File: src/hdl/aps_pkg.sv
package aps_pkg;

    // command codes
    localparam logic [1:0] CMD_REGISTER = 2'd0;
    localparam logic [1:0] CMD_SCAN     = 2'd1;
    localparam logic [1:0] CMD_REPORT   = 2'd2;

    // result kinds
    localparam logic [1:0] KIND_REGISTER = 2'd0;
    localparam logic [1:0] KIND_DISPATCH = 2'd1;
    localparam logic [1:0] KIND_NONE     = 2'd2;
    localparam logic [1:0] KIND_REPORT   = 2'd3;

    // config space
    localparam int   APB_ADDR_W   = 3;
    localparam logic REG_ADAPTIVE = 1'b0;
    localparam logic REG_GUARD    = 1'b1;

    // tuning thresholds
    localparam int AVG_HIGH      = 800;
    localparam int AVG_LOW       = 150;
    localparam int PERIOD_FLOOR  = 10;
    localparam int PERIOD_GROW   = 5;
    localparam int FREE_MEM_MIN  = 200;
    localparam int AVG_KEEP      = 7;
    localparam int AVG_SHIFT     = 3;

    // load = sum / 10 via reciprocal multiply, exact below 2^22
    localparam int          LOAD_SAT_SUM = 655350;
    localparam int          LOAD_IN_W    = 20;
    localparam logic [19:0] RECIP_TEN    = 20'd838861;
    localparam int          RECIP_SHIFT  = 23;

    typedef struct packed {
        logic [1:0]         cmd;
        logic [31:0]        now_ms;
        logic [31:0]        init_period;
        logic [3:0]         task_slot;
        logic [23:0]        runtime_us;
        logic signed [15:0] free_memory;
    } aps_in_t;

    typedef struct packed {
        logic [1:0]  kind;
        logic        accepted;
        logic [3:0]  task_id;
        logic [31:0] current_period;
        logic [15:0] cpu_load;
        logic        last_result;
    } aps_out_t;

endpackage

File: src/hdl/adaptive_periodic_task_scheduler.sv
// channel   | handshake                      | payload
// ----------+--------------------------------+------------------------------
// item      | start & !busy                  | item   (aps_in_t)
// result    | result_valid, one cycle, final | result (aps_out_t)
// config    | psel & penable & pwrite        | paddr / pwdata, prdata
//
// a register command shows its result the next cycle; unused codes give none
// scan reads one table entry per cycle through the task memory read port, then
// drains the held dispatch in ST_SCAN_FIN; an empty table answers from idle
// report runs ST_RPT_AVG, _PER, _OUT; inactive task stops at _AVG, bad slot at idle
// rst_n clears the task count, the runtime sum and the config bits; the task
// memory is not cleared, only entries below the task count are ever used
// results cannot be stalled: each result is shown for exactly one cycle
module adaptive_periodic_task_scheduler #(
    parameter int MAX_TASKS    = 16,
    parameter int RUNTIME_BITS = 24
) (
    input  logic                            clk,
    input  logic                            rst_n,
    input  logic                            start,
    output logic                            busy,
    input  aps_pkg::aps_in_t                item,
    output logic                            result_valid,
    output aps_pkg::aps_out_t               result,
    input  logic                            psel,
    input  logic                            penable,
    input  logic                            pwrite,
    input  logic [aps_pkg::APB_ADDR_W-1:0]  paddr,
    input  logic [31:0]                     pwdata,
    output logic [31:0]                     prdata,
    output logic                            pready
);

    localparam int IDX_W = (MAX_TASKS > 1) ? $clog2(MAX_TASKS) : 1;
    localparam int CNT_W = $clog2(MAX_TASKS + 1);
    localparam int CMP_W = (CNT_W > 4) ? CNT_W : 4;
    localparam int SUM_W = RUNTIME_BITS + CNT_W;
    localparam int SMP_W = (RUNTIME_BITS > 24) ? RUNTIME_BITS : 24;
    localparam int MIX_W = RUNTIME_BITS + aps_pkg::AVG_SHIFT;

    localparam logic [RUNTIME_BITS-1:0] AVG_MAX = '1;

    // one table row per task
    typedef struct packed {
        logic                    active;
        logic [31:0]             period;
        logic [31:0]             last_start;
        logic [RUNTIME_BITS-1:0] avg;
    } ent_t;

    typedef enum logic [5:0] {
        ST_IDLE     = 6'b000001,
        ST_SCAN     = 6'b000010,
        ST_SCAN_FIN = 6'b000100,
        ST_RPT_AVG  = 6'b001000,
        ST_RPT_PER  = 6'b010000,
        ST_RPT_OUT  = 6'b100000
    } state_t;

    function automatic aps_pkg::aps_out_t make_res(
        input logic [1:0]  kind,
        input logic        acc,
        input logic [3:0]  id,
        input logic [31:0] per,
        input logic        last
    );
        aps_pkg::aps_out_t r;
        r.kind           = kind;
        r.accepted       = acc;
        r.task_id        = id;
        r.current_period = per;
        r.cpu_load       = '0;
        r.last_result    = last;
        return r;
    endfunction

    state_t            state_reg, state_next;
    logic              adapt_reg, guard_reg;
    logic [CNT_W-1:0]  total_reg, total_next;
    logic [SUM_W-1:0]  sum_reg, sum_next;
    aps_pkg::aps_in_t  in_reg, in_next;
    logic [CNT_W-1:0]  rd_idx_reg, rd_idx_next;
    logic [IDX_W-1:0]  cur_idx_reg, cur_idx_next;
    logic              pend_valid_reg, pend_valid_next;
    logic [IDX_W-1:0]  pend_id_reg, pend_id_next;
    logic [31:0]       pend_per_reg, pend_per_next;
    ent_t              ent_reg, ent_next;
    logic [RUNTIME_BITS-1:0] na_reg, na_next;
    logic              res_valid_reg, res_valid_next;
    aps_pkg::aps_out_t res_reg, res_next;

    // task memory
    logic              ram_we;
    logic [IDX_W-1:0]  ram_waddr, ram_raddr;
    ent_t              ram_wdata, rd_ent;

    logic [15:0]       load;

    // datapath helpers
    logic              cfg_wr;
    logic              slot_bad;
    logic [31:0]       elapsed;
    logic              due;
    logic [SMP_W-1:0]  smp_ext;
    logic [RUNTIME_BITS-1:0] smp_sat;
    logic [MIX_W-1:0]  mix;
    logic [31:0]       per_adj;
    logic              mem_low;

    aps_ram #(
        .WIDTH ($bits(ent_t)),
        .DEPTH (MAX_TASKS)
    ) u_task_ram (
        .clk   (clk),
        .we    (ram_we),
        .waddr (ram_waddr),
        .wdata (ram_wdata),
        .raddr (ram_raddr),
        .rdata (rd_ent)
    );

    aps_load #(
        .SUM_W (SUM_W)
    ) u_load (
        .clk   (clk),
        .rst_n (rst_n),
        .sum   (sum_reg),
        .load  (load)
    );

    // config port, no wait states
    assign cfg_wr = psel && penable && pwrite;
    assign pready = 1'b1;
    assign prdata = {31'b0, (paddr[aps_pkg::APB_ADDR_W-1] == aps_pkg::REG_GUARD)
                            ? guard_reg : adapt_reg};

    always_ff @(posedge clk or negedge rst_n)
    begin
        if (!rst_n)
        begin
            adapt_reg <= 1'b0;
            guard_reg <= 1'b0;
        end
        else if (cfg_wr)
        begin
            if (paddr[aps_pkg::APB_ADDR_W-1] == aps_pkg::REG_ADAPTIVE)
            begin
                adapt_reg <= pwdata[0];
            end
            else
            begin
                guard_reg <= pwdata[0];
            end
        end
    end

    // scan due test: elapsed time mod 2^32 against the period
    assign elapsed = in_reg.now_ms - rd_ent.last_start;
    assign due     = rd_ent.active && (elapsed >= rd_ent.period);

    assign slot_bad = CMP_W'(item.task_slot) >= CMP_W'(total_reg);

    // runtime sample clipped to the average width
    assign smp_ext = SMP_W'(in_reg.runtime_us);
    assign smp_sat = (smp_ext > SMP_W'(AVG_MAX)) ? AVG_MAX : RUNTIME_BITS'(smp_ext);

    // avg * 7 + sample, divided by 8 below
    assign mix = {rd_ent.avg, {aps_pkg::AVG_SHIFT{1'b0}}} - MIX_W'(rd_ent.avg)
                 + MIX_W'(smp_sat);

    // period retune from the new average in adaptive mode; the two bands never overlap
    always_comb
    begin
        per_adj = ent_reg.period;
        if (adapt_reg)
        begin
            if (na_reg > RUNTIME_BITS'(aps_pkg::AVG_HIGH))
            begin
                if (ent_reg.period > (32'hFFFF_FFFF - 32'(aps_pkg::PERIOD_GROW)))
                begin
                    per_adj = 32'hFFFF_FFFF;
                end
                else
                begin
                    per_adj = ent_reg.period + 32'(aps_pkg::PERIOD_GROW);
                end
            end
            else if (na_reg < RUNTIME_BITS'(aps_pkg::AVG_LOW)
                     && ent_reg.period > 32'(aps_pkg::PERIOD_FLOOR))
            begin
                per_adj = ent_reg.period - 32'd1;
            end
        end
    end

    assign mem_low = guard_reg
                     && ($signed(in_reg.free_memory) < 16'sd200);

    always_comb
    begin
        state_next      = state_reg;
        total_next      = total_reg;
        sum_next        = sum_reg;
        in_next         = in_reg;
        rd_idx_next     = rd_idx_reg;
        cur_idx_next    = cur_idx_reg;
        pend_valid_next = pend_valid_reg;
        pend_id_next    = pend_id_reg;
        pend_per_next   = pend_per_reg;
        ent_next        = ent_reg;
        na_next         = na_reg;
        res_valid_next  = 1'b0;
        res_next        = res_reg;
        ram_we          = 1'b0;
        ram_waddr       = cur_idx_reg;
        ram_wdata       = rd_ent;
        ram_raddr       = rd_idx_reg[IDX_W-1:0];

        case (state_reg)
            ST_IDLE:
            begin
                // read issued in the accept cycle, data lands next cycle
                ram_raddr = (item.cmd == aps_pkg::CMD_REPORT) ? IDX_W'(item.task_slot)
                                                              : '0;
                if (start)
                begin
                    in_next = item;
                    case (item.cmd)
                        aps_pkg::CMD_REGISTER:
                        begin
                            res_valid_next = 1'b1;
                            if (total_reg == CNT_W'(MAX_TASKS))
                            begin
                                // table full
                                res_next = make_res(aps_pkg::KIND_REGISTER, 1'b0, 4'd0,
                                                    32'd0, 1'b1);
                            end
                            else
                            begin
                                ram_we               = 1'b1;
                                ram_waddr            = total_reg[IDX_W-1:0];
                                ram_wdata.active     = 1'b1;
                                ram_wdata.period     = item.init_period;
                                ram_wdata.last_start = item.now_ms;
                                ram_wdata.avg        = '0;
                                total_next           = total_reg + CNT_W'(1);
                                res_next = make_res(aps_pkg::KIND_REGISTER, 1'b1,
                                                    4'(total_reg), item.init_period, 1'b1);
                            end
                        end
                        aps_pkg::CMD_SCAN:
                        begin
                            if (total_reg == '0)
                            begin
                                res_valid_next = 1'b1;
                                res_next = make_res(aps_pkg::KIND_NONE, 1'b0, 4'd0,
                                                    32'd0, 1'b1);
                            end
                            else
                            begin
                                rd_idx_next     = CNT_W'(1);
                                cur_idx_next    = '0;
                                pend_valid_next = 1'b0;
                                state_next      = ST_SCAN;
                            end
                        end
                        aps_pkg::CMD_REPORT:
                        begin
                            if (slot_bad)
                            begin
                                res_valid_next = 1'b1;
                                res_next = make_res(aps_pkg::KIND_REPORT, 1'b0,
                                                    item.task_slot, 32'd0, 1'b1);
                            end
                            else
                            begin
                                state_next = ST_RPT_AVG;
                            end
                        end
                        default:
                        begin
                            // unused command code, dropped without a result
                        end
                    endcase
                end
            end

            ST_SCAN:
            begin
                // rd_ent holds entry cur_idx, next read already in flight
                if (due)
                begin
                    ram_we               = 1'b1;
                    ram_waddr            = cur_idx_reg;
                    ram_wdata.last_start = in_reg.now_ms;
                    // a held dispatch goes out once another one follows it
                    if (pend_valid_reg)
                    begin
                        res_valid_next = 1'b1;
                        res_next = make_res(aps_pkg::KIND_DISPATCH, 1'b1, 4'(pend_id_reg),
                                            pend_per_reg, 1'b0);
                    end
                    pend_valid_next = 1'b1;
                    pend_id_next    = cur_idx_reg;
                    pend_per_next   = rd_ent.period;
                end
                if (rd_idx_reg == total_reg)
                begin
                    state_next = ST_SCAN_FIN;
                end
                else
                begin
                    cur_idx_next = rd_idx_reg[IDX_W-1:0];
                    rd_idx_next  = rd_idx_reg + CNT_W'(1);
                end
            end

            ST_SCAN_FIN:
            begin
                res_valid_next = 1'b1;
                if (pend_valid_reg)
                begin
                    res_next = make_res(aps_pkg::KIND_DISPATCH, 1'b1, 4'(pend_id_reg),
                                        pend_per_reg, 1'b1);
                end
                else
                begin
                    res_next = make_res(aps_pkg::KIND_NONE, 1'b0, 4'd0, 32'd0, 1'b1);
                end
                state_next = ST_IDLE;
            end

            ST_RPT_AVG:
            begin
                ent_next = rd_ent;
                if (!rd_ent.active)
                begin
                    res_valid_next = 1'b1;
                    res_next = make_res(aps_pkg::KIND_REPORT, 1'b0, in_reg.task_slot,
                                        rd_ent.period, 1'b1);
                    state_next = ST_IDLE;
                end
                else
                begin
                    if (!adapt_reg)
                    begin
                        na_next = rd_ent.avg;
                    end
                    else if (rd_ent.avg == '0)
                    begin
                        // first sample taken as is
                        na_next = smp_sat;
                    end
                    else
                    begin
                        na_next = mix[MIX_W-1:aps_pkg::AVG_SHIFT];
                    end
                    state_next = ST_RPT_PER;
                end
            end

            ST_RPT_PER:
            begin
                if (adapt_reg)
                begin
                    sum_next = sum_reg - SUM_W'(ent_reg.avg) + SUM_W'(na_reg);
                end
                ram_we               = 1'b1;
                ram_waddr            = IDX_W'(in_reg.task_slot);
                ram_wdata.active     = ent_reg.active && !mem_low;
                ram_wdata.period     = per_adj;
                ram_wdata.last_start = ent_reg.last_start;
                ram_wdata.avg        = na_reg;
                res_next = make_res(aps_pkg::KIND_REPORT, 1'b1, in_reg.task_slot,
                                    per_adj, 1'b1);
                state_next = ST_RPT_OUT;
            end

            ST_RPT_OUT:
            begin
                // load unit catches up with the new sum on this edge
                res_valid_next = 1'b1;
                state_next     = ST_IDLE;
            end

            default:
            begin
                state_next = ST_IDLE;
            end
        endcase
    end

    always_ff @(posedge clk or negedge rst_n)
    begin
        if (!rst_n)
        begin
            state_reg      <= ST_IDLE;
            total_reg      <= '0;
            sum_reg        <= '0;
            rd_idx_reg     <= '0;
            cur_idx_reg    <= '0;
            pend_valid_reg <= 1'b0;
            res_valid_reg  <= 1'b0;
        end
        else
        begin
            state_reg      <= state_next;
            total_reg      <= total_next;
            sum_reg        <= sum_next;
            rd_idx_reg     <= rd_idx_next;
            cur_idx_reg    <= cur_idx_next;
            pend_valid_reg <= pend_valid_next;
            res_valid_reg  <= res_valid_next;
        end
    end

    always_ff @(posedge clk)
    begin
        in_reg       <= in_next;
        pend_id_reg  <= pend_id_next;
        pend_per_reg <= pend_per_next;
        ent_reg      <= ent_next;
        na_reg       <= na_next;
        res_reg      <= res_next;
    end

    assign busy         = (state_reg != ST_IDLE);
    assign result_valid = res_valid_reg;

    always_comb
    begin
        result          = res_reg;
        result.cpu_load = load;
    end

endmodule

File: src/hdl/aps_ram.sv
module aps_ram #(
    parameter int WIDTH = 8,
    parameter int DEPTH = 16
) (
    input  logic                                   clk,
    input  logic                                   we,
    input  logic [((DEPTH > 1) ? $clog2(DEPTH) : 1)-1:0] waddr,
    input  logic [WIDTH-1:0]                       wdata,
    input  logic [((DEPTH > 1) ? $clog2(DEPTH) : 1)-1:0] raddr,
    output logic [WIDTH-1:0]                       rdata
);

    logic [WIDTH-1:0] mem [DEPTH];

    always_ff @(posedge clk)
    begin
        if (we)
        begin
            mem[waddr] <= wdata;
        end
        rdata <= mem[raddr];
    end

endmodule

File: src/hdl/aps_load.sv
module aps_load #(
    parameter int SUM_W = 28
) (
    input  logic             clk,
    input  logic             rst_n,
    input  logic [SUM_W-1:0] sum,
    output logic [15:0]      load
);

    localparam int CW = (SUM_W > aps_pkg::LOAD_IN_W) ? SUM_W : aps_pkg::LOAD_IN_W;
    localparam int PW = 2 * aps_pkg::LOAD_IN_W;

    logic [CW-1:0]                   sum_ext;
    logic                            sat;
    logic [aps_pkg::LOAD_IN_W-1:0]   sum_lo;
    logic [PW-1:0]                   prod;
    logic [15:0]                     load_next;
    logic [15:0]                     load_reg;

    assign sum_ext = CW'(sum);
    assign sat     = sum_ext >= CW'(aps_pkg::LOAD_SAT_SUM);
    assign sum_lo  = aps_pkg::LOAD_IN_W'(sum_ext);
    assign prod    = PW'(sum_lo) * PW'(aps_pkg::RECIP_TEN);

    // saturate above 65535 * 10
    assign load_next = sat ? 16'hFFFF
                           : prod[aps_pkg::RECIP_SHIFT+15:aps_pkg::RECIP_SHIFT];

    always_ff @(posedge clk or negedge rst_n)
    begin
        if (!rst_n)
        begin
            load_reg <= '0;
        end
        else
        begin
            load_reg <= load_next;
        end
    end

    assign load = load_reg;

endmodule

File: config.mk
export PLATFORM = sky130hd
export DESIGN_NAME = adaptive_periodic_task_scheduler
export DESIGN_NICKNAME = d
export VERILOG_FILES = /design/src/hdl/aps_pkg.sv /design/src/hdl/adaptive_periodic_task_scheduler.sv /design/src/hdl/aps_ram.sv /design/src/hdl/aps_load.sv
export SDC_FILE = /design/constraint.sdc
export NUM_CORES = 2
export LEC_CHECK = 0
export BUFFER_PORTS_ARGS = -buffer_cell sky130_fd_sc_hd__clkbuf_2
export CAP_MARGIN = 10
export CORE_MARGIN = 8
export CORE_UTILIZATION = 44
export DETAILED_ROUTE_END_ITERATION = 12
export GPL_TIMING_DRIVEN = 0
export RECOVER_POWER = 50
export SYNTH_ARGS = -nofsm -noshare
export SYNTH_HDL_FRONTEND = slang
export SYNTH_HIERARCHICAL = 1
export SYNTH_SLANG_ARGS = --single-unit
export TNS_END_PERCENT = 10
File: constraint.sdc
create_clock -name clk -period 28.7 [get_ports clk]
set_input_delay 0 -clock clk [delete_from_list [all_inputs] [get_ports clk]]
set_output_delay 0 -clock clk [all_outputs]
set_load 0.1 [all_outputs]
==> results_dict.tcl <==
set metrics [dict create \
    violations "capacitance limit, slew limit" \
    worstSkewPairLatency_ns 0.86 \
    clock_path_buffers 3 \
    wl_um 249000 \
    vias 52002 \
    fp-row-count 161 \
    placed_area_um2 91800 \
    synthTopCellsByArea "edfxtp_1 (59%), mux4_2 (9.4%), ha_1 (4.9%), fa_1 (4.1%), inv_1 (2.2%)" \
    avgSynthCellArea_um2 15.6 \
    timing.final.crit_share_pct 35.1 \
    design_area_um2 99400 \
    cpPeakStageDelay_ns 1.83 \
    synth-edff-count 1686 \
    hpwl_um 176000 \
    gp_congestion 0.932 \
    critPathKind "register to register" \
    first_global_vias 52991 \
    power_density_nw_per_um2 101 \
    synth_warnings 6 \
    hold_viol 0 \
    cts_tree "built" \
    clkTransAtPathRegs_ns 0.06 \
    synthMuxAreaShare_pct 9.62 \
    worst_path_most_repeated_cell "clkbuf_1" \
    core_um2 193000 \
    drt-initial-drc-count 5618 \
    vdd_drop_max_mv 0.0625 \
    yosys_register_bits 1844 \
    r2r_start "state_reg[3]$_DFFE_PN0P_" \
    dieHeight_um 456 \
    cts_num_sinks 1844 \
    worstMarginPinSlew_ns 3.89 \
    synth_cell_type_count 103 \
    synth_top_cell_area_share_pct 59.3 \
    grt_max_degree 48 \
    hold_class "primary input to register" \
    via_per_inst 5.85 \
    slew-limit-headroom_pct -166 \
    grt_pass1_wl_um 362000 \
    synthXorXnorAreaFrac_pct 1.15 \
    cts_resized 0 \
    critPathCaptureType "register" \
    htree_levels 4 \
    startpoint "state_reg[3]$_DFFE_PN0P_" \
    largest_register_ff_count 1424 \
    status "complete, but fails checks" \
    crit_path_top_delay_cell "clkbuf_1" \
    setup_tns_ns 0 \
    overflow 0 \
    syn_inst 5462 \
    drive_gt1_share_pct 15.4 \
    rsz0062_at_grt "false" \
    highest_layer "met5" \
    ant_nets 0 \
    dr_wl_met3_um 16300 \
    synth_compound_area_share_pct 8.01 \
    wl_met1_um 97000 \
    final_max_slew_viol_count 442 \
    routedWlPerCell_um 28.0 \
    fillers 15909 \
    synth_area_um2 85300 \
    maxCapViolations 19 \
    crit_path_max_fanout 46 \
    port_buffers 173 \
    track_usage_pct 23.3 \
    die_x_um 456 \
    first_pass_iters 7 \
    finish.net_count 6861 \
    period_needed_ns 10.06 \
    leakagePower_nw 36.1 \
    cp.arrival_ns 10.56 \
    numCtsBuffers 188 \
    drc_errors 0 \
    setup_viol 0 \
    syn_to_final_growth_pct 16.5 \
    yosysSeqAreaShare_pct 63.4 \
    skew_ns 0.0656 \
    worstPathRequired_ns 29.20 \
    synth-adder-area-share_pct 9.02 \
    ys.flop_type "edfxtp_1" \
    antenna_found_initial 12 \
    die-area_um2 208000 \
    yosysTopAreaCell "edfxtp_1" \
    cts-root-buf "clkbuf_16" \
    initial_utilization_pct 44.3 \
    fmax_mhz 99.4 \
    min_from "paddr[2]" \
    synthSimpleGateAreaFrac_pct 4.91 \
    critical_path.cell_chain "nor3_1 -> nand2b_1 -> nor3b_1 -> nand2_1 -> clkinvlp_2 -> clkbuf_1 -> and3_1 -> clkbuf_1 -> clkbuf_1 -> clkbuf_1 -> a22oi_1 -> nand2_1 -> nand2_1 -> nor2_4 -> buf_12 -> buf_12" \
    start_kind "register" \
    io_pins 242 \
    synthArstFlopShare_pct 3.74 \
    synth_top_family_by_area "multiplexers" \
    dr_wl_met2_um 123000 \
]
## worst paths after layout
check	to	slack (ns)	depth (start not counted)
min in group asynchronous	sum_reg[2]$_DFFE_PN0P_	0.84	4
max reg2reg	u_task_ram/mem[11][4]$_DFFE_PP_	18.64	16
max	u_task_ram/mem[11][4]$_DFFE_PP_	18.64	16
min	adapt_reg$_DFFE_PN0P_	0.11	4
min reg2reg	ent_reg[44]$_DFFE_PN_	0.48	0
max in group asynchronous	sum_reg[24]$_DFFE_PN0P_	25.71	4
## placed cells by master, fill, tap and decap left out, types with 171 or more instances in the layout
master	n
edfxtp_1	1686
inv_1	497
clkbuf_1	370
mux4_2	356
ha_1	335
nand2_1	313
a22oi_1	226
clkbuf_16	189
dlygate4sd3_1	188
o21ai_0	185
fa_1	175
a21oi_1	171
## synthesized netlist by cell type, drive strengths merged, types with 120 or more instances
cell type	n
fa	175
a21oi	171
mux4	356
edfxtp	1686
nand2	313
ha	335
clkbuf	157
inv	498
o21ai	196
nor2	136
a22oi	226
buf	120
## timing repair
action	in CTS	in global routing
hold buffers	189	0
endpoints found under the hold margin	762	0
buffers inserted	0	0
## per-layer routing
metal / vias to the layer above / track usage [%]
met5: - / 0
li1: 22632 / -
met4: 2 / 10.5
met3: 502 / 3.58
met2: 2111 / 39.7
met1: 26755 / 29.5
## power by group
group          switching, mW  internal [mW]  total [mW]
Combinational           2.43           1.38        3.81
Sequential             0.193           3.64        3.83
Clock                   1.06           1.38        2.44
Total                   3.69           6.39        10.1
## cell type report
type                            instances  area (µm²)  area share, %
Multi-Input combinational cell       2871       28100           28.2
Timing Repair Buffer                  518        4510           4.54
Tap cell                             2526        3160           3.18
Inverter                              500        1880           1.89
Antenna cell                            7        17.5         0.0176
Clock inverter                         87         988          0.994
Clock buffer                          266        5240           5.27
Sequential cell                      1844       54100           54.5
Buffer                                277        1390           1.40
## stage by stage
step,worst slack [ns],instances,hold WS (ns),power [mW],util (%)
floorplan,16.05,5492,-0.296,6.39,-
global placement,6.16,8191,0.178,7.55,46.5
detailed placement,20.81,8342,0.0290,7.68,47.7
CTS,20.75,8884,0.00129,10.2,51.9
global route,18.16,8891,0.0719,10.6,51.6
finish,18.64,8896,0.106,10.1,51.6
## logic make-up after synthesis
logic type	after synthesis
fa+ha+maj	510
mux	374
simple gates	863
buf+inv	777
xor+xnor	112
flops	1844
compound gates	980
other cells	2
## worst max-delay path: cells and delay by family (launching register included)
kind,cells,cell delay (ns)
buffers and inverters,7,5.78
AND/OR/NAND/NOR,8,3.22
flip-flops,1,0.42
AO/OA/AOI/OAI,1,0.21
(Power assumes the default switching activity.)
